<file path="src/rtl/slxd_pkg.sv">
// Shared types, constants and helpers for the sync/length/XOR packet deframer.
// Used by every module under rtl; depends on nothing else.
`default_nettype none

package slxd_pkg;

  // Header layout
  localparam int unsigned HEADER_BYTES = 6;
  localparam int unsigned SIZE_OFFSET  = 4;
  localparam int unsigned HDR_IDX_W    = $clog2(HEADER_BYTES);

  // Legacy prefix bytes reported while hunting
  localparam logic [7:0] OLD_PREFIX_A = 8'hAB;
  localparam logic [7:0] OLD_PREFIX_B = 8'hBB;

  // Register map: register i sits at byte address 4*i
  localparam int unsigned REG_IDX_W = 3;
  localparam int unsigned PADDR_W   = REG_IDX_W + 2;

  localparam logic [REG_IDX_W-1:0] REG_SYNC       = 3'd0;
  localparam logic [REG_IDX_W-1:0] REG_TYPE_DATA  = 3'd1;
  localparam logic [REG_IDX_W-1:0] REG_TYPE_DSTAT = 3'd2;
  localparam logic [REG_IDX_W-1:0] REG_TYPE_CSTAT = 3'd3;
  localparam logic [REG_IDX_W-1:0] REG_TYPE_RSTAT = 3'd4;
  localparam logic [REG_IDX_W-1:0] REG_MAX_LEN    = 3'd5;

  typedef enum logic [2:0] {
    EVT_GOOD       = 3'd0,
    EVT_BAD_SUM    = 3'd1,
    EVT_ZERO_LEN   = 3'd2,
    EVT_BAD_TYPE   = 3'd3,
    EVT_TOO_LONG   = 3'd4,
    EVT_DISCARD    = 3'd5,
    EVT_OLD_PREFIX = 3'd6
  } evt_e;

  typedef struct packed {
    logic [7:0]  sync_value;
    logic [7:0]  type_das_data;
    logic [7:0]  type_das_status;
    logic [7:0]  type_dc_status;
    logic [7:0]  type_rtx_status;
    logic [15:0] max_length;
  } cfg_t;

  typedef struct packed {
    evt_e        event_code;
    logic [7:0]  packet_type;
    logic [15:0] packet_length;
    logic [15:0] received_sum;
    logic [15:0] computed_sum;
    logic [7:0]  offending_byte;
  } res_t;

  // Even byte index is the high half of a big-endian word
  function automatic logic [15:0] place_byte(input logic odd, input logic [7:0] b);
    return odd ? {8'h00, b} : {b, 8'h00};
  endfunction

endpackage

`default_nettype wire

</file>
<file path="src/rtl/slxd_cfg.sv">
// APB-style register file for the deframer settings.
// Depends on slxd_pkg for the register map and the settings struct.
`default_nettype none

module slxd_cfg (
  input  wire logic                          clk_i,
  input  wire logic                          rst_ni,
  input  wire logic                          psel,
  input  wire logic                          penable,
  input  wire logic                          pwrite,
  input  wire logic [slxd_pkg::PADDR_W-1:0]  paddr,
  input  wire logic [31:0]                   pwdata,
  output logic [31:0]                        prdata,
  output logic                               pready,
  output slxd_pkg::cfg_t                     cfg_o
);

  slxd_pkg::cfg_t               cfg_q;
  logic [slxd_pkg::REG_IDX_W-1:0] idx;
  logic                         wr_en;

  assign pready = 1'b1;
  assign idx    = paddr[slxd_pkg::PADDR_W-1:2];
  assign wr_en  = psel & penable & pwrite & pready;
  assign cfg_o  = cfg_q;

  always_ff @(posedge clk_i or negedge rst_ni) begin
    if (!rst_ni) begin
      cfg_q.sync_value      <= 8'hDA;
      cfg_q.type_das_data   <= 8'hAB;
      cfg_q.type_das_status <= 8'hAC;
      cfg_q.type_dc_status  <= 8'hAD;
      cfg_q.type_rtx_status <= 8'hAE;
      cfg_q.max_length      <= 16'd4096;
    end else if (wr_en) begin
      unique case (idx)
        slxd_pkg::REG_SYNC:       cfg_q.sync_value      <= pwdata[7:0];
        slxd_pkg::REG_TYPE_DATA:  cfg_q.type_das_data   <= pwdata[7:0];
        slxd_pkg::REG_TYPE_DSTAT: cfg_q.type_das_status <= pwdata[7:0];
        slxd_pkg::REG_TYPE_CSTAT: cfg_q.type_dc_status  <= pwdata[7:0];
        slxd_pkg::REG_TYPE_RSTAT: cfg_q.type_rtx_status <= pwdata[7:0];
        slxd_pkg::REG_MAX_LEN:    cfg_q.max_length      <= pwdata[15:0];
        default: ;
      endcase
    end
  end

  always_comb begin
    unique case (idx)
      slxd_pkg::REG_SYNC:       prdata = {24'h0, cfg_q.sync_value};
      slxd_pkg::REG_TYPE_DATA:  prdata = {24'h0, cfg_q.type_das_data};
      slxd_pkg::REG_TYPE_DSTAT: prdata = {24'h0, cfg_q.type_das_status};
      slxd_pkg::REG_TYPE_CSTAT: prdata = {24'h0, cfg_q.type_dc_status};
      slxd_pkg::REG_TYPE_RSTAT: prdata = {24'h0, cfg_q.type_rtx_status};
      slxd_pkg::REG_MAX_LEN:    prdata = {16'h0, cfg_q.max_length};
      default:                  prdata = 32'h0;
    endcase
  end

endmodule

`default_nettype wire

</file>
<file path="src/rtl/slxd_core.sv">
// Per-byte framing engine: sync hunt, type check, header capture, length and
// running XOR checksum. Depends on slxd_pkg.
`default_nettype none

module slxd_core (
  input  wire logic            clk_i,
  input  wire logic            rst_ni,
  input  wire slxd_pkg::cfg_t  cfg_i,
  input  wire logic            acc_i,
  input  wire logic [7:0]      byte_i,
  output logic                 res_vld_o,
  output slxd_pkg::res_t       res_o
);

  typedef enum logic [1:0] {
    PH_HUNT = 2'd0,
    PH_TYPE = 2'd1,
    PH_HEAD = 2'd2,
    PH_BODY = 2'd3
  } phase_e;

  phase_e      phase_q, phase_d;
  logic [15:0] cnt_q, cnt_d;
  logic [15:0] len_q, len_d;
  logic [15:0] xor_q, xor_d;
  logic [15:0] csum_q, csum_d;
  logic [7:0]  ptype_q, ptype_d;
  logic [7:0]  hdr_q [slxd_pkg::HEADER_BYTES];
  logic [7:0]  hdr_d [slxd_pkg::HEADER_BYTES];

  logic [16:0] cnt_nx;
  logic [7:0]  len_hi, len_lo;
  logic [15:0] hlen;
  logic [15:0] xinit;
  logic        type_ok;

  assign type_ok = (byte_i == cfg_i.type_das_data)   || (byte_i == cfg_i.type_das_status) ||
                   (byte_i == cfg_i.type_dc_status)  || (byte_i == cfg_i.type_rtx_status);
  assign cnt_nx  = {1'b0, cnt_q} + 17'd1;

  always_comb begin
    phase_d   = phase_q;
    cnt_d     = cnt_q;
    len_d     = len_q;
    xor_d     = xor_q;
    csum_d    = csum_q;
    ptype_d   = ptype_q;
    hdr_d     = hdr_q;
    res_vld_o = 1'b0;
    res_o     = '0;
    len_hi    = 8'h00;
    len_lo    = 8'h00;
    hlen      = 16'h0000;
    xinit     = 16'h0000;

    if (acc_i) begin
      unique case (phase_q)
        PH_HUNT: begin
          if (byte_i == cfg_i.sync_value) begin
            hdr_d[0] = byte_i;
            cnt_d    = 16'd1;
            phase_d  = PH_TYPE;
          end else begin
            res_vld_o            = 1'b1;
            res_o.offending_byte = byte_i;
            if (byte_i == slxd_pkg::OLD_PREFIX_A || byte_i == slxd_pkg::OLD_PREFIX_B) begin
              res_o.event_code = slxd_pkg::EVT_OLD_PREFIX;
            end else begin
              res_o.event_code = slxd_pkg::EVT_DISCARD;
            end
          end
        end

        PH_TYPE: begin
          if (type_ok) begin
            hdr_d[1] = byte_i;
            ptype_d  = byte_i;
            cnt_d    = 16'd2;
            phase_d  = PH_HEAD;
          end else begin
            phase_d              = PH_HUNT;
            cnt_d                = 16'd0;
            res_vld_o            = 1'b1;
            res_o.event_code     = slxd_pkg::EVT_BAD_TYPE;
            res_o.packet_type    = byte_i;
            res_o.offending_byte = byte_i;
          end
        end

        PH_HEAD: begin
          for (int k = 0; k < slxd_pkg::HEADER_BYTES; k++) begin
            if (cnt_q[slxd_pkg::HDR_IDX_W-1:0] == slxd_pkg::HDR_IDX_W'(k)) begin
              hdr_d[k] = byte_i;
            end
          end
          cnt_d = cnt_nx[15:0];
          // Length bytes outside the header read as zero
          for (int k = 0; k < slxd_pkg::HEADER_BYTES; k++) begin
            if (k == slxd_pkg::SIZE_OFFSET)     len_hi = hdr_d[k];
            if (k == slxd_pkg::SIZE_OFFSET + 1) len_lo = hdr_d[k];
          end
          hlen  = {len_hi, len_lo};
          xinit = {hdr_d[0], hdr_d[1]};
          for (int k = 4; k < slxd_pkg::HEADER_BYTES; k++) begin
            if (16'(k) < hlen) begin
              xinit = xinit ^ slxd_pkg::place_byte(k[0], hdr_d[k]);
            end
          end
          if (cnt_nx == 17'(slxd_pkg::HEADER_BYTES)) begin
            len_d = hlen;
            if (hlen == 16'd0) begin
              phase_d           = PH_HUNT;
              cnt_d             = 16'd0;
              res_vld_o         = 1'b1;
              res_o.event_code  = slxd_pkg::EVT_ZERO_LEN;
              res_o.packet_type = ptype_q;
            end else begin
              csum_d  = {hdr_d[2], hdr_d[3]};
              xor_d   = xinit;
              phase_d = PH_BODY;
            end
          end
        end

        PH_BODY: begin
          if (cnt_q < len_q) begin
            xor_d = xor_q ^ slxd_pkg::place_byte(cnt_q[0], byte_i);
          end
          cnt_d = cnt_nx[15:0];
          // Completion wins over the length limit
          if (cnt_nx >= {1'b0, len_q}) begin
            phase_d             = PH_HUNT;
            cnt_d               = 16'd0;
            res_vld_o           = 1'b1;
            res_o.event_code    = (xor_d == csum_q) ? slxd_pkg::EVT_GOOD
                                                    : slxd_pkg::EVT_BAD_SUM;
            res_o.packet_type   = ptype_q;
            res_o.packet_length = len_q;
            res_o.received_sum  = csum_q;
            res_o.computed_sum  = xor_d;
          end else if (cnt_nx >= {1'b0, cfg_i.max_length}) begin
            phase_d             = PH_HUNT;
            cnt_d               = 16'd0;
            res_vld_o           = 1'b1;
            res_o.event_code    = slxd_pkg::EVT_TOO_LONG;
            res_o.packet_type   = ptype_q;
            res_o.packet_length = len_q;
          end
        end

        default: ;
      endcase
    end
  end

  always_ff @(posedge clk_i or negedge rst_ni) begin
    if (!rst_ni) begin
      phase_q <= PH_HUNT;
      cnt_q   <= 16'd0;
      len_q   <= 16'd0;
      xor_q   <= 16'd0;
      csum_q  <= 16'd0;
      ptype_q <= 8'd0;
    end else begin
      phase_q <= phase_d;
      cnt_q   <= cnt_d;
      len_q   <= len_d;
      xor_q   <= xor_d;
      csum_q  <= csum_d;
      ptype_q <= ptype_d;
    end
  end

  always_ff @(posedge clk_i) begin
    hdr_q <= hdr_d;
  end

endmodule

`default_nettype wire

</file>
<file path="src/rtl/slxd_obuf.sv">
// Result register with one skid entry between the engine and the output
// stream. Depends on slxd_pkg for the result struct.
`default_nettype none

module slxd_obuf (
  input  wire logic            clk_i,
  input  wire logic            rst_ni,
  input  wire logic            push_i,
  input  wire slxd_pkg::res_t  res_i,
  output logic                 ready_o,
  output logic                 vld_o,
  input  wire logic            pop_rdy_i,
  output slxd_pkg::res_t       res_o
);

  logic           main_vld_q, skid_vld_q;
  slxd_pkg::res_t main_q, skid_q;
  logic           pop;

  assign pop     = main_vld_q & pop_rdy_i;
  assign ready_o = ~skid_vld_q;
  assign vld_o   = main_vld_q;
  assign res_o   = main_q;

  always_ff @(posedge clk_i or negedge rst_ni) begin
    if (!rst_ni) begin
      main_vld_q <= 1'b0;
      skid_vld_q <= 1'b0;
    end else if (skid_vld_q) begin
      if (pop) begin
        skid_vld_q <= 1'b0;
      end
    end else if (push_i) begin
      if (!main_vld_q || pop) begin
        main_vld_q <= 1'b1;
      end else begin
        skid_vld_q <= 1'b1;
      end
    end else if (pop) begin
      main_vld_q <= 1'b0;
    end
  end

  // Payload moves without reset; the valid flags above qualify it
  always_ff @(posedge clk_i) begin
    if (skid_vld_q) begin
      if (pop) begin
        main_q <= skid_q;
      end
    end else if (push_i) begin
      if (!main_vld_q || pop) begin
        main_q <= res_i;
      end else begin
        skid_q <= res_i;
      end
    end
  end

endmodule

`default_nettype wire

</file>
<file path="src/rtl/sync_length_xor_packet_deframer.sv">
// Byte-stream packet deframer: one received byte per transfer in, one event
// transfer out for each packet outcome or discarded byte. A byte is taken every
// clock while the output is drained; each byte passes combinationally through the
// framing engine and its event lands in the output register on the edge that
// takes the byte. A single skid entry holds one extra event, so input stalls
// only once two events wait on the output side. Packets begin with the sync byte,
// then a type byte that must match one of four codes, a six-byte header carrying
// a big-endian length at byte four, and a body counted up to that length.
// Depends on slxd_pkg, slxd_cfg, slxd_core and slxd_obuf.
`default_nettype none

module sync_length_xor_packet_deframer (
  input  wire logic                          clk_i,
  input  wire logic                          rst_ni,
  // APB settings port
  input  wire logic                          psel,
  input  wire logic                          penable,
  input  wire logic                          pwrite,
  input  wire logic [slxd_pkg::PADDR_W-1:0]  paddr,
  input  wire logic [31:0]                   pwdata,
  output logic [31:0]                        prdata,
  output logic                               pready,
  // Byte stream in
  input  wire logic                          s_tvalid_i,
  output logic                               s_tready_o,
  input  wire logic [7:0]                    s_tdata_i,  // in_byte
  // Event stream out
  output logic                               m_tvalid_o,
  input  wire logic                          m_tready_i,
  // packet_type[7:0], packet_length[23:8], received_sum[39:24],
  // computed_sum[55:40], offending_byte[63:56]
  output logic [63:0]                        m_tdata_o,
  output logic [2:0]                         m_tuser_o   // event_code
);

  slxd_pkg::cfg_t cfg;
  slxd_pkg::res_t core_res, out_res;
  logic           core_vld;
  logic           acc;

  assign acc = s_tvalid_i & s_tready_o;

  slxd_cfg u_cfg (
    .clk_i   (clk_i),
    .rst_ni  (rst_ni),
    .psel    (psel),
    .penable (penable),
    .pwrite  (pwrite),
    .paddr   (paddr),
    .pwdata  (pwdata),
    .prdata  (prdata),
    .pready  (pready),
    .cfg_o   (cfg)
  );

  slxd_core u_core (
    .clk_i     (clk_i),
    .rst_ni    (rst_ni),
    .cfg_i     (cfg),
    .acc_i     (acc),
    .byte_i    (s_tdata_i),
    .res_vld_o (core_vld),
    .res_o     (core_res)
  );

  slxd_obuf u_obuf (
    .clk_i     (clk_i),
    .rst_ni    (rst_ni),
    .push_i    (core_vld),
    .res_i     (core_res),
    .ready_o   (s_tready_o),
    .vld_o     (m_tvalid_o),
    .pop_rdy_i (m_tready_i),
    .res_o     (out_res)
  );

  assign m_tuser_o = out_res.event_code;
  assign m_tdata_o = {out_res.offending_byte, out_res.computed_sum,
                      out_res.received_sum, out_res.packet_length,
                      out_res.packet_type};

endmodule

`default_nettype wire

</file>
<file path="config.mk">
export PLATFORM = sky130hd
export DESIGN_NAME = sync_length_xor_packet_deframer
export DESIGN_NICKNAME = d
export VERILOG_FILES = /design/src/rtl/slxd_pkg.sv /design/src/rtl/slxd_cfg.sv /design/src/rtl/slxd_core.sv /design/src/rtl/slxd_obuf.sv /design/src/rtl/sync_length_xor_packet_deframer.sv
export SDC_FILE = /design/constraint.sdc
export NUM_CORES = 1
export LEC_CHECK = 0
export BUFFER_PORTS_ARGS = -buffer_cell sky130_fd_sc_hd__buf_2
export CAP_MARGIN = 20
export CORE_ASPECT_RATIO = 0.5
export CORE_MARGIN = 10
export CORE_UTILIZATION = 60
export CTS_CLUSTER_DIAMETER = 150
export DETAILED_ROUTE_END_ITERATION = 10
export PLACE_DENSITY = 0.8
export SYNTH_ARGS = -nofsm -noshare
export SYNTH_HDL_FRONTEND = slang
export SYNTH_SLANG_ARGS = --single-unit
</file>
<file path="constraint.sdc">
create_clock -name clk_i -period 10 [get_ports clk_i]
set_clock_uncertainty 0.05 [all_clocks]
set_input_delay 2 -clock clk_i [delete_from_list [all_inputs] [get_ports clk_i]]
set_output_delay 2 -clock clk_i [all_outputs]
set_load 0.005 [all_outputs]
</file>
# Word-level counts from Yosys, hierarchy flattened
# Index checks and enable logic that the tools add are counted.
# Widths: inputs -> output; s select.
dict set report word_totals {
  register_bits 314
  output_inout_bits 102
  word_cells 194
  inputBits 52
}
dict set report classes {
  bitwise 10
  reduce_logical 34
  n_addsub 1
  order_cmp 5
  eq_ne 29
  mux 83
}
# op n
set op_table {}
lappend op_table {{$mux 67} 5}
lappend op_table {{$mux 16} 15}
lappend op_table {{$mux 8} 22}
lappend op_table {{$pmux 16 s6} 1}
lappend op_table {{$pmux 16 s4} 1}
lappend op_table {{$mux 27} 2}
lappend op_table {{$mux 48} 1}
lappend op_table {{$pmux 8 s2} 3}
lappend op_table {{$eq 8x8->1} 5}
lappend op_table {{$ge 17x16->1} 2}
lappend op_table {{$lt 3x16->1 const A} 2}
lappend op_table {{$mux 32} 1}
lappend op_table {{$pmux 16 s2} 1}
lappend op_table {{$xor 16x16->16} 2}
lappend op_table {{$pmux 8 s3} 1}
lappend op_table {{$reduce_and 3->1} 7}
lappend op_table {{$mux 10} 2}
lappend op_table {{$add 16x1->17 const B} 1}
lappend op_table {{$eq 17x3->1 const B} 1}
lappend op_table {{$eq 16x16->1} 1}
lappend op_table {{$eq 8x8->1 const B} 2}
lappend op_table {{$logic_not 16->1} 1}
lappend op_table {{$lt 16x16->1} 1}
lappend op_table {{$mux 2} 8}
lappend op_table {{other kinds (24)} 74}

# Longest topological paths before layout
# Gate-level depths: netlist of the first run.
dict set report depth {
  depth_word 15
  depth_mapped 17
  depth_no_buf 15
}

# Cells and area by module
# From an unflattened synthesis of the first run, not the netlist that was laid out.
dict set report unflattened {
  hier_cells 1446
  hier_area_um2 17499.3
}
# module area_per_inst_um2 cells_per_inst n_inst seq_area_each_um2
set by_module_without_submodules {}
lappend by_module_without_submodules {slxd_core 9421.5 1015 1 3293.2}
lappend by_module_without_submodules {slxd_obuf 5278.8 221 1 4073.9}
lappend by_module_without_submodules {slxd_cfg 2792.7 209 1 1432.6}
lappend by_module_without_submodules {sync_length_xor_packet_deframer 6.3 1 1 0.0}

# Worst setup path before layout of the first run
# OpenSTA, ideal clock, no wires.
dict set report synth_path {
  path_type {input port to flip-flop}
  from {in s_tdata_i[3]}
  to {reg u_obuf.skid_q[0] (netlist bit), enable pin}
  path_buffers 1
  path_stages 10
  arrival_ns 8.863
  setup_time_ns 0.589
  setup_slack_ns 0.498
  t_required_ns 9.361
  cell_sequence {clkbuf_1 > nor3_1 > nand4b_1 > a221oi_1 > o211a_1 > a41oi_2 > a31oi_2 > nor2b_1 > or3_1 > nor3b_1}
}
dict set report synth_via {
  elab_chain_len 11
  elab_cells_between_ends 26
  classes_between {eq/ne (5); mux (16); reduce/logical (5)}
}
# element line_no
set synth_rtl {}
lappend synth_rtl {{start, declared} sync_length_xor_packet_deframer.sv:26} ;# input wire logic [7:0] s_tdata_i,
lappend synth_rtl {{$mux 8} slxd_core.sv:92} ;# if (cnt_q[slxd_pkg::HDR_IDX_W-1:0] == slxd_pkg::HDR_IDX_W'(k)) begin
lappend synth_rtl {{$mux 8} slxd_core.sv:57} ;# unique case (phase_q)
lappend synth_rtl {{$mux 8} slxd_core.sv:56} ;# if (acc_i) begin
lappend synth_rtl {{$mux 8} slxd_core.sv:57}
lappend synth_rtl {{$mux 8} slxd_core.sv:56}
lappend synth_rtl {{$logic_not 16->1} slxd_core.sv:111} ;# if (hlen == 16'd0) begin
lappend synth_rtl {{$mux 1} slxd_core.sv:111}
lappend synth_rtl {{$mux 1} slxd_core.sv:109} ;# if (cnt_nx == 17'(slxd_pkg::HEADER_BYTES)) begin
lappend synth_rtl {{$pmux 1 s4 *} slxd_core.sv:57}
lappend synth_rtl {{$mux 1 *} slxd_core.sv:56}
lappend synth_rtl {{$reduce_and 3->1 (no source line) *} --}
lappend synth_rtl {{end signal, assigned} slxd_obuf.sv:54} ;# skid_q <= res_i;
lappend synth_rtl {{end, declared} slxd_obuf.sv:17} ;# slxd_pkg::res_t main_q, skid_q;
# Mark *: on every way between the ends. The rest lies on a longest branch, timed or not. The select of a mux whose other input is x is not followed.
# A chain may end at the register's enable or synchronous reset.

# Worst setup path in the final report of the first run
dict set report layout_path {
  from {reg u_core.cnt_q[0]}
  to {reg u_obuf.skid_q[34] (netlist bit), enable pin}
}
dict set report layout_via {
  elab_chain_len 12
  elab_cells_between_ends 24
  classes_between {add/sub (1); order compare (2); eq/ne (3); mux (16); reduce/logical (2)}
}
# element line_no
set layout_rtl {}
lappend layout_rtl {{start, declared} slxd_core.sv:23} ;# logic [15:0] cnt_q, cnt_d;
lappend layout_rtl {{start signal, assigned} slxd_core.sv:166} ;# cnt_q <= cnt_d;
lappend layout_rtl {{parallel branches: the longest is 9 deep, another holds $add 16x1->17} --}
lappend layout_rtl {{$pmux 1 s4 *} slxd_core.sv:57}
lappend layout_rtl {{$mux 1 *} slxd_core.sv:56}
lappend layout_rtl {{$reduce_and 3->1 (no source line) *} --}
# Every way passes the cells marked *. The select of a mux whose other input is x is not followed.

==> flow_summary.ini, run 1 <==
[worst_setup_path]
end_kind = register
crit_type = reg2reg
crit_buf_inv = 1
slowest_stage = dfrtp_1
critPathArrivalTime_ps = 6070
crit_fanout = 67
path_delay_family = simple AND/OR/NAND/NOR gates
cp-start-kind = register
worstPathCellList = ha_1 > nand2_1 > or4_1 > xnor2_1 > ha_1 > nand4_1 > nor3_1 > o31ai_1 > a31oi_1 > nor3_1 > a31oi_2 > nor2b_1 > or3_1 > nor3b_2 > buf_4
critPathMaxStageDelay_ps = 930
cp.required_ps = 10140

[synth]
synth-adder-area-share_pct = 3.956
synthArstFlopShare_pct = 42.04
yosys.area_share.xor_xnor_pct = 5.845
ys_types = 85
synth_top_family_by_area = compound AO/OA/AOI/OAI gates
synth_edf_count = 182
yosysWarnings = 0
synth_compound_area_share_pct = 13.21
synth_top_area_cell = edfxtp_1
synth_seq_area_share_pct = 52.50
synthesis.area_um2 = 16760
synth-seq-cells = 314
synthTopCellsByArea = edfxtp_1 (33%), dfrtp_1 (16%), mux2_2 (6.3%)
syn_avg_cell_area_um2 = 11.38
netlist_instances = 1473
synthSimpleGateAreaFrac_pct = 11.12
synthFlopType = edfxtp_1
synth_mux_area_share_pct = 8.921
synth_top_area_share_pct = 32.61

[drt]
dr.first_iter.drc_count = 1273
drt_pass1_iterations = 8
wl_met1_um = 18850
drc = 0
post_drt_wl_per_cell_um = 22.21
wl_met3_um = 3340
routed_wl_um = 43100
vias_per_cell = 6.239
routed.top_layer = met4
wl_met2_um = 19830
num_vias = 12110
antenna_left = 0

[run]
max_cap_viol_count = 0

[final_layout]
stdcell_area_um2 = 18370
nets = 1642
area_delta_synth_final_pct = 9.600
postLayoutCoreUtil_pct = 66.56
drive_gt1_share_pct = 20.91
diodes = 0

[status]
status = complete, no violations

[placed_design]
dpl_cell_area_um2 = 17470
dp_hpwl_um = 30440
place_congestion = 0.9523
pre_cts_slack_ps = 3933
io_buffers = 118

[cts]
numCtsBuffers = 28
clock_latency_ps = 570
post_cts_buffers = 0
cts_buffer_depth = 3
cts_root_buf = clkbuf_16
cts_sinks = 314
cts.reportedPaths.clkPinSlew_ps = 70
ctsResizeCount = 0
htree_levels = 1
holdBufCountCts = 0
cts_tree = yes

[grt]
grt_max_degree = 72
grt_pass1_wl_um = 67990
overflow = 0
antenna_found_initial = 0
track_usage_pct = 23.66
grt_pass1_vias = 11921

[floorplanning]
initial_core_util_pct = 60.73
ios = 154
die_width_um = 256.4
die_y_um = 138.2
rows = 43
core-area_um2 = 27600
die-area_um2 = 35430

[timing]
setup_viol = 0
clock.fmax_mhz = 168.6
hold_violations = 0
drv_slew = 0
layout_min_cycle_time_ps = 5932
tns_ps = 0
rsz0062_at_grt = false
fin_ws_ps = 4068
worstMarginPinSlew_ps = 1097
fin_crit_sh_pct = 59.32
maxSlewHeadroom_pct = 26.87

[power_and_ir_drop]
powerDensity_nw_per_um2 = 270.6
ir_worst_vdd_mv = 0.1507
total_leakage_power_nw = 8.026
p_total_mw = 4.970

[min_path]
min_path_type = reg2reg
-- flip-flops by register name, summed over array words and instances, names as in the netlist --
register,count
u_core.len_q,16
u_obuf.vld_o,1
u_core.xor_q,16
u_core.hdr_q,48
u_obuf.skid_vld_q,1
u_obuf.skid_q,67
u_core.phase_q,2
u_core.csum_q,16
u_core.ptype_q,8
u_core.cnt_q,16
u_cfg.cfg_o,56
u_obuf.res_o,67
-- placed cells by master, fill, tap and decap left out, types with 33 or more instances in the layout --
cell type and count:
edfxtp_1 182, nand2_1 122, buf_2 119, dfrtp_1 106, mux2_2 94, o21ai_0 74, xor2_1 73, a21o_1 73
nor2_1 64, a21oi_1 64, ha_1 53, inv_1 51, xnor2_1 37, nor4_1 33
-- per-layer routing --
| layer | global-route usage (%) | vias up |
|---|---|---|
| met5 | 0 | - |
| met2 | 37.74 | 528 |
| met1 | 32.92 | 6020 |
| met3 | 4.233 | 99 |
| met4 | 6.163 | 0 |
| li1 | - | 5463 |
-- final timing paths --
kind	slack [ps]	startpoint	cells after the start	to
min in group asynchronous	1530	rst_ni	1	u_core.csum_q[7]$_DFFE_PN0P_
max	4070	u_core.cnt_q[0]$_DFFE_PN0P_	15	u_obuf.skid_q[34]$_DFFE_PP_
max in group asynchronous	6970	rst_ni	2	u_core.cnt_q[13]$_DFFE_PN0P_
min reg2reg	440	u_core.len_q[2]$_DFFE_PN0P_	2	u_core.len_q[2]$_DFFE_PN0P_
min	440	u_core.len_q[2]$_DFFE_PN0P_	2	u_core.len_q[2]$_DFFE_PN0P_
max reg2reg	4070	u_core.cnt_q[0]$_DFFE_PN0P_	15	u_obuf.skid_q[34]$_DFFE_PP_
-- synth_stat cells (all sizes together) (3+ instances only) --
cell and number:
or4 3, a2111oi 5, a21o 73, nand3 25, a21oi 64, buf 41, or3 10, dfstp 25
a211oi 8, nor2b 8, nor3 23, and2 30, o211ai 7, nor2 65, nand2 123, nor4 35
xnor2 37, dfrtp 107, a22o 19, a31oi 9, ha 53, nand4 18, o31ai 9, a2bb2oi 15
nand2b 9, a221oi 8, mux2 104, inv 52, xor2 74, and3 6, o21ai 76, o21a 3
o22ai 15, edfxtp 182, clkbuf 70, and4 3, clkinv 3, mux2i 26
-- per-stage QoR --
| stage | cells | hold WS [ps] |
|---|---|---|
| finish | 1941 | 444.3 |
| detailed placement | 1887 | 424.4 |
| global placement | 1887 | 415.0 |
| floorplan | 1488 | 399.8 |
| global route | 1941 | 467.8 |
| CTS | 1939 | 443.7 |
-- tightest hold or removal path: stages, from the launching register on --
cell and delay, ps:
dfrtp_1 350, nand2_1 50, o21ai_0 60
-- power by group --
group	switching [mW]	internal (mW)	total, mW
logic	1.10	0.702	1.80
clock network	0.484	0.591	1.07
registers	0.264	1.83	2.10
-- final cells by class --
class	count	area [um^2]
tap	382	478.0
clock inverter	10	77.57
clock buffer	42	815.8
sequential	314	8801
multi-input combinational	1008	7313
timing repair buffer	130	678.2
inverter	55	206.4
fill	2082	9230
-- logic make-up after synthesis --
| logic type | after synthesis |
|---|---|
| and+or+nand+nor | 367 |
| AOI/OAI and AO/OA | 329 |
| DFF | 314 |
| buffers and inverters | 166 |
| muxes | 131 |
| xor gates and xnor gates | 111 |
| adders and majority gates | 53 |
| other | 2 |
(Power assumes the default switching activity.)
==> inputs of run 2 (changes only) <==
- clock period: 10 -> 5.9 ns (I/O delays scaled with it)
==> run 2 against run 1 <==
  * Worst setup slack got worse by 3300 ps
  * Total power increased by 69%
  * Sequential power increased by 68%
  * Critical path type unchanged
  * Critical path depth unchanged
  * Combinational power increased by 73%
  * Final cell count increased by 0.67%
  * Largest power group unchanged
  * Clock power increased by 64%
  * Global-route usage about the same
==> flow_summary.ini, run 2 (same netlist as run 1, synthesis figures left out) <==
[cts]
cts_tree = yes
cts_buffer_depth = 3
cts_sinks = 314
cts.reportedPaths.clkPinSlew_ps = 80
ctsResizeCount = 0
holdBufCountCts = 0
numCtsBuffers = 28
htree_levels = 1
cts_root_buf = clkbuf_16
clock_latency_ps = 570
post_cts_buffers = 0

[drt]
drc = 0
drt_pass1_iterations = 5
antenna_left = 0
post_drt_wl_per_cell_um = 22.24
vias_per_cell = 6.199
dr.first_iter.drc_count = 1202
routed_wl_um = 43450
num_vias = 12113

[timing]
hold_violations = 0
layout_min_cycle_time_ps = 5162
fin_crit_sh_pct = 87.49
clock.fmax_mhz = 193.7
maxSlewHeadroom_pct = 22.12
tns_ps = 0
setup_viol = 0
rsz0062_at_grt = false
drv_slew = 0
worstMarginPinSlew_ps = 1168

[grt]
antenna_found_initial = 0
overflow = 0
grt_pass1_vias = 11923
grt_max_degree = 71
grt_pass1_wl_um = 67720
track_usage_pct = 23.64

[final_layout]
multiInputGateArea_um2 = 7311
n_fill_cell = 2055
area_delta_synth_final_pct = 10.07
drive_gt1_share_pct = 21.69
final_cell_mix = edfxtp_1 (182), nand2_1 (122), buf_2 (119), dfrtp_1 (106), mux2_2 (94)
stdcell_area_um2 = 18450
register_area_um2 = 8801
nets = 1655
final_common_cell = edfxtp_1
diodes = 0

[worst_setup_path]
reg2reg_depth = 15
rr_endpoint = u_obuf.skid_q[29]$_DFFE_PP_
slowest_stage = or4_1
cp-start-kind = register
cp.required_ps = 6080
critPathMaxStageDelay_ps = 680
crit_fanout = 67
crit_type = reg2reg
timing.rr.start = u_core.cnt_q[1]$_DFFE_PN0P_
end_kind = register
r2r_setup_slack_ps = 740
crit_buf_inv = 1
worstPathCellList = ha_1 > nand2_1 > or4_1 > xnor2_1 > ha_1 > nand4_1 > nor3_1 > o31ai_1 > a31oi_1 > nor3_1 > a31oi_2 > nor2b_1 > or3_1 > nor3b_4 > buf_12
critPathArrivalTime_ps = 5340
path_delay_family = simple AND/OR/NAND/NOR gates

[min_path]
holdPathEnd = u_core.ptype_q[5]$_DFFE_PN0P_
hp-start = u_core.ptype_q[5]$_DFFE_PN0P_
worst_hold_path.num_cells = 2
min_path_type = reg2reg

[floorplanning]
ios = 154
die-area_um2 = 35430
die_y_um = 138.2
initial_core_util_pct = 60.73
core-area_um2 = 27600
die_width_um = 256.4
rows = 43

[placed_design]
place_congestion = 0.9417
dp_hpwl_um = 30980
io_buffers = 118
dpl_cell_area_um2 = 17590

[power_and_ir_drop]
powerDensity_nw_per_um2 = 455.1
total_leakage_power_nw = 8.066
p_total_mw = 8.396
ir_worst_vdd_mv = 0.2824

[status]
status = complete, no violations

[run]
max_cap_viol_count = 0
==> run 2: metal layers <==
| metal | routed length, um | global-route usage (%) |
|---|---|---|
| met2 | 20140 | 37.45 |
| met4 | 1090 | 6.720 |
| met1 | 19320 | 33.33 |
| met5 | 0 | 0 |
| met3 | 2900 | 3.597 |
==> run 2: report_power, final <==
group	leakage [nW]	total (mW)	internal [mW]	switching [mW]
clock	0.411	1.75	0.912	0.842
sequential	3.33	3.53	3.10	0.420
combinational	4.32	3.12	1.22	1.89
==> run 2: how the worst max path moves through the flow <==
stage / startpoint / end / depth (start not counted)
after floorplan: u_core.cnt_q[1]$_DFFE_PN0P_ / u_obuf.res_o[0]$_DFFE_PP_ / 15
after global placement: s_tdata_i[7] / u_obuf.skid_q[27]$_DFFE_PP_ / 11
after detailed placement: s_tdata_i[7] / u_obuf.skid_q[29]$_DFFE_PP_ / 11
after CTS: u_core.cnt_q[1]$_DFFE_PN0P_ / u_obuf.skid_q[21]$_DFFE_PP_ / 15
after global routing: u_core.cnt_q[1]$_DFFE_PN0P_ / u_obuf.skid_q[19]$_DFFE_PP_ / 15
final: u_core.cnt_q[1]$_DFFE_PN0P_ / u_obuf.skid_q[29]$_DFFE_PP_ / 15
==> run 2: area by class of cell <==
type | count | area share [%]
Sequential cell | 314 | 47.70
Multi-Input combinational cell | 1008 | 39.63
Timing Repair Buffer | 143 | 4.340
Clock buffer | 39 | 4.130
Tap cell | 382 | 2.591
Inverter | 55 | 1.119
Clock inverter | 13 | 0.4883
==> run 2: through the flow <==
| stage | utilization [%] | setup slack, ps | hold slack, ps | instances |
|---|---|---|---|---|
| 6_report | 66.84 | 737.9 | 438.9 | 1954 |
| 5_1_grt | 66.84 | 491.5 | 454.3 | 1954 |
| 4_1_cts | 66.81 | 843.1 | 439.7 | 1952 |
| 3_5_place_dp | 63.72 | 772.9 | 424.3 | 1900 |
| 3_3_place_gp | 63.72 | 850.0 | 416.6 | 1900 |
| 2_1_floorplan | - | 398.5 | 399.8 | 1488 |
==> run 2: worst register-to-register path, delay by kind of cell (launching register included) <==
family,cells,cell delay [ps]
AOI/OAI and AO/OA,3,730
xor gates and xnor gates,1,220
adders and majority gates,2,580
buffers and inverters,1,360
DFF,1,480
and+or+nand+nor,8,2360
==> inputs of run 3 (changes only) <==
- SYNTH_HIERARCHICAL: unset -> 1
==> run 3 against run 2 <==
  * Via count down 2.3%
  * Critical path depth up 3
  * Design area grew 4.0%
  * Clock power up 6%
  * Non-clock buffer count decreased by 1
  * Critical path type unchanged
  * Largest cell class unchanged
  * Highest routed layer unchanged
==> flow_summary.ini, run 3 <==
[status]
status = complete, no violations

[final_layout]
nets = 1642
final_common_cell = edfxtp_1
n_fill_cell = 2153
final_cell_mix = edfxtp_1 (182), mux2_2 (119), buf_2 (118), dfrtp_1 (106), nand2_1 (85)
area_delta_synth_final_pct = 9.624
finalNonFillerCells = 1950
stdcell_area_um2 = 19180
drive_gt1_share_pct = 27.84
postLayoutCoreUtil_pct = 66.50
diodes = 0

[synth]
synth_edf_count = 182
yosysWarnings = 6
syn_avg_cell_area_um2 = 12.10
yosysMostFrequentCell = edfxtp_1
synthTopCellsByCount = edfxtp_1 (182), mux2_2 (119), dfrtp_1 (107)
netlist_instances = 1446
synth_top_area_cell = edfxtp_1
synth_top_area_share_pct = 31.23
synthArstFlopShare_pct = 42.04
synthesis.area_um2 = 17500
synth-seq-cells = 314
ys_types = 86
synthFlopType = edfxtp_1
synthTopCellsByArea = edfxtp_1 (31%), dfrtp_1 (15%), mux2_2 (7.7%)
synth_seq_area_share_pct = 50.29

[drt]
dr.first_iter.drc_count = 1056
drc = 0
antenna_left = 0
drt_pass1_iterations = 8
post_drt_wl_per_cell_um = 21.75
vias_per_cell = 6.067
num_vias = 11831
routed_wl_um = 42410

[cts]
cts_buffer_depth = 3
post_cts_buffers = 0
cts_tree = yes
ctsResizeCount = 0
cts_root_buf = clkbuf_16
numCtsBuffers = 28
cts_sinks = 314
holdBufCountCts = 0
htree_levels = 1
clock_latency_ps = 580
cts.reportedPaths.clkPinSlew_ps = 70

[placed_design]
place_congestion = 0.9106
dpl_cell_area_um2 = 18260
pre_cts_slack_ps = 926.1
dp_hpwl_um = 30350
dpl.cell_count = 1897
io_buffers = 118

[timing]
fin_crit_sh_pct = 86.07
tns_ps = 0
rsz0062_at_grt = false
layout_min_cycle_time_ps = 5078
fin_ws_ps = 822.1
clock.fmax_mhz = 196.9
worstMarginPinSlew_ps = 1069
hold_violations = 0
drv_slew = 0
setup_viol = 0
maxSlewHeadroom_pct = 28.09

[worst_setup_path]
end_kind = register
path_delay_family = simple AND/OR/NAND/NOR gates
critPathMaxStageDelay_ps = 620
slowest_stage = dfrtp_1
critPathArrivalTime_ps = 5320
crit_type = reg2reg
worstPathCellList = ha_1 > and4_1 > and3_4 > and3_2 > xor2_1 > ha_1 > nand2_1 > o21ai_0 > nor3_1 > o311a_1 > nor2_1 > nor2_1 > buf_4 > nor2_1 > or3_1 > nand2b_1 > a2bb2oi_4 > buf_12
cp.required_ps = 6140
cp-start-kind = register
crit_buf_inv = 2
crit_top_cell = nor2_1
crit_fanout = 67

[power_and_ir_drop]
cellInternalPower_mw = 4.959
ir_worst_vdd_mv = 0.2402
clkPwrFrac_pct = 25.5
total_leakage_power_nw = 8.004
powerDensity_nw_per_um2 = 378.6
seqPwrFrac_pct = 44.4
switchingPower_mw = 2.303
comb_power_share_pct = 30.0
switching_share_pct = 31.71

[grt]
grt_max_degree = 68
overflow = 0
grt_pass1_wl_um = 66140
grt_pass1_vias = 11858
antenna_found_initial = 0
track_usage_pct = 22.51

[floorplanning]
core-area_um2 = 28850
ios = 154
die_y_um = 140.8
die-area_um2 = 36810
die_width_um = 261.5
initial_core_util_pct = 60.66
rows = 44

[min_path]
min_path_type = reg2reg

[run]
max_cap_viol_count = 0
run 3: cell types whose count changed after synthesis, moves of 12 or more:
| cell | delta |
|---|---|
| mux2_2 | +25 |
| mux2i_1 | +13 |
| nand2_1 | -37 |
| xor2_1 | -30 |
| a21o_1 | -58 |
| o21ai_0 | -27 |
| nor4_1 | -21 |
| mux2_4 | +65 |
| and3_1 | +12 |
| clkbuf_1 | -23 |
| xnor2_1 | +30 |
run 3: final cells by class:
class	instances	area [um^2]	share of cell area [%]
sequential	314	8803	45.89
multi-input combinational	994	7964	41.51
timing repair buffer	142	795.8	4.148
clock buffer	40	787.0	4.103
tap	391	489.2	2.550
inverter	57	214.0	1.115
clock inverter	12	130.1	0.6783
run 3: per-layer routing:
metal | GRT usage [%] | wire [um] | up-vias
li1 | - | - | 5431
met1 | 31.38 | 18800 | 5833
met2 | 35.96 | 19710 | 500
met3 | 4.151 | 3121 | 67
met4 | 5.144 | 777 | 0
met5 | 0 | 0 | -
run 3: kinds of logic after synthesis:
| group | count (synthesis) | synth area share, % |
|---|---|---|
| XOR/XNOR | 110 | 5.505 |
| AND/OR/NAND/NOR | 353 | 10.80 |
| buffers and inverters | 153 | 4.783 |
| adder cells (fa/ha/maj) | 53 | 3.790 |
| multiplexers | 232 | 16.27 |
| AO/OA/AOI/OAI | 229 | 8.530 |
| flip-flops | 314 | 50.29 |
| other | 2 | 0.04292 |
run 3: worst register-to-register path: stages (launching register included):
cell and delay, ps:
dfrtp_1 620, ha_1 310, and4_1 460, and3_4 300
and3_2 190, xor2_1 330, ha_1 330, nand2_1 60
o21ai_0 80, nor3_1 320, o311a_1 280, nor2_1 80
nor2_1 120, buf_4 220, nor2_1 70, or3_1 360
nand2b_1 240, a2bb2oi_4 100, buf_12 220
run 3: per-stage QoR:
step	hold slack (ps)	total power [mW]
finish	468.8	7.262
global route	487.3	7.615
CTS	460.0	7.283
detailed placement	444.9	5.438
global placement	438.6	5.337
floorplan	430.2	4.782
run 3: power groups by stage:
stage	Combinational [mW]	Sequential [mW]	Clock, mW
final	2.18	3.23	1.85
after CTS	2.18	3.23	1.87
after floorplan	1.58	3.20	0
after global placement	2.10	3.24	0
after global routing	2.36	3.28	1.97
after detailed placement	2.17	3.27	0
run 3: path summary, 6_finish.rpt:
path / endpoint / from / slack (ps) / cells past startpoint
min in group asynchronous: u_core/csum_q[0]$_DFFE_PN0P_ / rst_ni / 540 / 1
setup reg to reg: u_obuf/res_o[28]$_DFFE_PP_ / u_core/cnt_q[0]$_DFFE_PN0P_ / 820 / 18
setup / recovery: u_obuf/res_o[28]$_DFFE_PP_ / u_core/cnt_q[0]$_DFFE_PN0P_ / 820 / 18
hold reg to reg: u_core/ptype_q[6]$_DFFE_PN0P_ / u_core/ptype_q[6]$_DFFE_PN0P_ / 470 / 1
max in group asynchronous: u_core/cnt_q[14]$_DFFE_PN0P_ / rst_ni / 4000 / 2
hold / removal: u_core/ptype_q[6]$_DFFE_PN0P_ / u_core/ptype_q[6]$_DFFE_PN0P_ / 470 / 1
